$ cat config.mk
export PLATFORM = sky130hd
export DESIGN_NAME = scbp_ram
export DESIGN_NICKNAME = d
export VERILOG_FILES = /design/src/rtl/assert_macros.svh /design/src/rtl/scbp_ram.sv
export SDC_FILE = /design/constraint.sdc
export NUM_CORES = 2
export LEC_CHECK = 0
export BUFFER_PORTS_ARGS = -buffer_cell sky130_fd_sc_hd__buf_2
export CORE_AREA = 5 5 452 454
export DETAILED_ROUTE_END_ITERATION = 7
export DIE_AREA = 0 0 457 459
export GPL_ROUTABILITY_DRIVEN = 0
export GPL_TIMING_DRIVEN = 0
export PLACE_DENSITY_LB_ADDON = 0.3
export REMOVE_ABC_BUFFERS = 1
export SLEW_MARGIN = 5
export SYNTH_ARGS = -nofsm -noshare
export SYNTH_HDL_FRONTEND = slang
export SYNTH_SLANG_ARGS = --single-unit
$ cat constraint.sdc
create_clock -name clk -period 6.4 [get_ports clk]
set_input_delay 0.64 -clock clk [delete_from_list [all_inputs] [get_ports clk]]
set_output_delay 0.64 -clock clk [all_outputs]
set_load 0.02 [all_outputs]
$ cat src/rtl/assert_macros.svh
// assertion helpers used by the pool core
`ifndef ASSERT_MACROS_SVH
`define ASSERT_MACROS_SVH

// property checked on every rising edge outside reset
`define SCBP_ASSERT(lbl, clk_s, rst_n_s, prop) \
	lbl: assert property (@(posedge clk_s) disable iff (!rst_n_s) (prop)) \
		else $error("scbp assertion failed");

// condition implies a consequence on the next edge
`define SCBP_ASSERT_NEXT(lbl, clk_s, rst_n_s, cond, cons) \
	lbl: assert property (@(posedge clk_s) disable iff (!rst_n_s) (cond) |=> (cons)) \
		else $error("scbp assertion failed");

`endif

$ cat src/rtl/scbp_ram.sv
module scbp_ram #(
	parameter int WIDTH = 8,
	parameter int DEPTH = 256
) (
	input  logic                     clk,
	input  logic                     we,
	input  logic [$clog2(DEPTH)-1:0] waddr,
	input  logic [WIDTH-1:0]         wdata,
	input  logic [$clog2(DEPTH)-1:0] raddr,
	output logic [WIDTH-1:0]         rdata
);

	logic [WIDTH-1:0] mem [DEPTH];

	// one write port, one registered read port
	always_ff @(posedge clk) begin
		if (we) begin
			mem[waddr] <= wdata;
		end
		rdata <= mem[raddr];
	end

endmodule

==> flow_summary.toml <==
[run_status]
status = "complete, no violations"

[power]
cellPowerDensity_mw_per_mm2 = 312
power.ir.vdd_worst_mv = 0.273
power_leakage_nw = 27.4

[clocking]
h_tree_level_count = 4
cts_root_buffer = "clkbuf_16"
clkTransAtPathRegs_ns = 0.06
tritoncts_clock_tree = "yes"
cts-buffers-inserted = 198
clockBufferDepth = 3
cts_post_setup_buffers_inserted = 0
cts_hold_repair.buffers = 0
worst_skew_pair.late_latency_ns = 0.82
clock_tree_sinks = 2056
cts_repair_resize_count = 0

[worst_setup_path]
end_kind = "register"
rr_worst_depth = 6
worstPathMaxFanout = 70
rr_endpoint = "rdata[5]"
cp.required_ns = 7.00
reg2reg_slack_ns = 2.77
timing.rr.start = "mem[80][5]"
timing_worst_setup_path_type = "in2reg"
critPathLaunchType = "primary input"
worst_ep_arrival_time_ns = 5.10

[global_route]
via_count_of_the_first_global_routing_pass = 38400
grt_first_pass_wirelength_microns = 275000
initial_antenna_violation_count = 10
maximum_number_of_pins_on_one_net_before_global_route_repair = 143
grt_util_all_layers = 0.179
gr-total-overflow = 0

[final_layout]
syn_to_final_growth_pct = 13.1
finalNetCount = 3829
mostFrequentLayoutCell = "edfxtp_1"
drive_gt1_frac = 0.224
finish.instance_area_sq_mm = 0.0900
most-common-layout-cells = "edfxtp_1, mux4_2, nor2_1, clkbuf_16, mux2i_1"

[routing]
detail_route.first_pass.iterations = 5
detail_route.iter0.violations = 3549
via_per_inst = 5.68
detail_route.wirelength_microns = 190000
vias = 37700
number_of_nets_with_antenna_violations_after_detailed_routing = 0
drc = 0
wl_per_cell_microns = 28.6

[sta]
final.period_utilization = 0.704
fin_crit_ns = 4.51
timing.clock.skew_ns = 0.0394
fin_hold_ws_ns = 0.251
finalMaxSlewViolations = 0
max_freq_mhz = 222
rsz0062_at_grt = "no"
setup_viol = 0
timing.final.hold_violations = 0
worstMarginPinSlew_ns = 1.38
timing.max_slew.rel_slack = 0.0770

[floorplan]
die_h_microns = 459
fp-row-count = 164
initial_core_util = 0.399
design.die.area_sq_mm = 0.210
placeableCoreArea_sq_mm = 0.199
die_x_microns = 457
floorplan.io_pins = 34

[logic_synthesis]
combinational_family_with_the_most_area_after_synthesis = "multiplexers"
yosysWarnings = 0
synth_enable_flop_cells = 2048
synthSimpleGateAreaFrac = 0.0263
ys_types = 55
number_of_cells_produced_by_synthesis = 3733
ys_seq_elements = 2056
mappedNetlistArea_sq_mm = 0.0796
post_synth_fa_ha_maj_area_fraction = 0
synth.avg_cell_area_sq_um = 21.3
synth_mux_area_frac = 0.146
fraction_of_registers_with_async_set_reset = 0
ys_seq_area_frac = 0.775
yosys.area_share.xor_xnor = 0
synth-compound-area-share = 0.0342
synth_flop_cell = "edfxtp_1"

[place]
io_buffers = 33
placed_area_sq_mm = 0.0834
detailedPlacementHpwl_microns = 116000

[worst_hold_path]
hold_class = "in2reg"
hold_path_startpoint = "wdata[1]"
min_delay_path_depth = 1
whs_endpoint = "mem[120][1]"

[job]
max_cap_viols = 0
==> logic make-up after synthesis <==
logic type      Yosys count
flops                  2056
mux                     591
simple gates            466
compound gates          385
buf+inv                 235
==> stage by stage <==
| step | util | TNS (ns) | std cells | total power, W | worst slack, ns |
|---|---|---|---|---|---|
| 3_3_place_gp | 0.410 | -115.24 | 6189 | 0.0169 | -14.71 |
| 2_1_floorplan | - | 0 | 3500 | 0.0157 | 3.35 |
| 3_5_place_dp | 0.418 | 0 | 6259 | 0.0165 | 0.966 |
| 5_1_grt | 0.452 | 0 | 6632 | 0.0289 | 1.72 |
| 6_report | 0.452 | 0 | 6633 | 0.0281 | 1.89 |
| 4_1_cts | 0.452 | 0 | 6629 | 0.0283 | 1.88 |
==> worst max-delay path, stage by stage <==
cell and delay [ns]:
buf_8 0.19, buf_16 0.44, buf_16 0.47, mux4_2 0.59, a22o_1 0.28, a221oi_1 0.66, o32ai_1 0.26, nor3_1 1.02
nor4_1 0.36
==> cell usage after synthesis, types with 3 or more instances <==
cell type	n	area share
a21oi_1	96	0.0060
clkbuf_1	111	0.0052
buf_6	21	0.0030
nor2_1	282	0.013
buf_12	8	0.0020
o22ai_1	28	0.0022
o22a_1	5	0.00055
nor2b_1	31	0.0024
a221oi_1	13	0.0014
dfxtp_1	8	0.0020
mux2i_1	134	0.017
nand2_1	33	0.0016
buf_8	13	0.0025
a22o_1	8	0.00088
nand2b_1	8	0.00063
o221ai_1	46	0.0051
or2_2	4	0.00031
nor4_1	24	0.0019
nor3_1	22	0.0014
a22oi_1	133	0.013
edfxtp_1	2048	0.77
o21ai_0	10	0.00063
and2_1	6	0.00047
buf_2	31	0.0020
nor4_2	3	0.00047
buf_1	22	0.0010
nand4_1	10	0.00079
o211ai_1	10	0.00094
mux4_2	454	0.13
buf_4	27	0.0025
nand3_1	34	0.0021
a211oi_1	16	0.0015
o32ai_1	4	0.00044
==> power by group <==
group / switching, W / internal [W] / total, W
sequential: 0.0000145 / 0.0148 / 0.0149
combinational: 0.000882 / 0.000473 / 0.00136
clock: 0.00502 / 0.00686 / 0.0119
total: 0.00592 / 0.0222 / 0.0281
==> final cells by class <==
cell class | instances | area (sq um)
Tap cell | 2656 | 3320
Clock buffer | 242 | 5200
Antenna cell | 4 | 10.0
Fill cell | 16500 | 109000
Sequential cell | 2056 | 61700
Clock inverter | 128 | 1420
Timing Repair Buffer | 103 | 1760
Multi-Input combinational cell | 1442 | 16600
Inverter | 2 | 8.76
==> sequential cells by signal, indices dropped and copies added (netlist names) <==
| register | flops |
|---|---|
| rdata | 8 |
| mem | 2048 |
==> layer usage <==
| metal | share of wire | track usage |
|---|---|---|
| met5 | 0.00024 | 0 |
| met4 | 0.028 | 0.0549 |
| met3 | 0.068 | 0.0326 |
| met2 | 0.50 | 0.297 |
| met1 | 0.41 | 0.243 |
==> how the worst max path moves through the flow <==
stage	start	endpoint	slack, ns	cells after the start
global route	raddr[0]	rdata[5]	1.72	9
global placement	raddr[0]	rdata[1]	-14.71	7
detailed placement	raddr[0]	rdata[5]	0.97	9
finish	raddr[0]	rdata[5]	1.89	9
CTS	raddr[0]	rdata[5]	1.88	9
floorplan	raddr[2]	rdata[6]	3.35	6
Power figures use the tool's default switching activity.
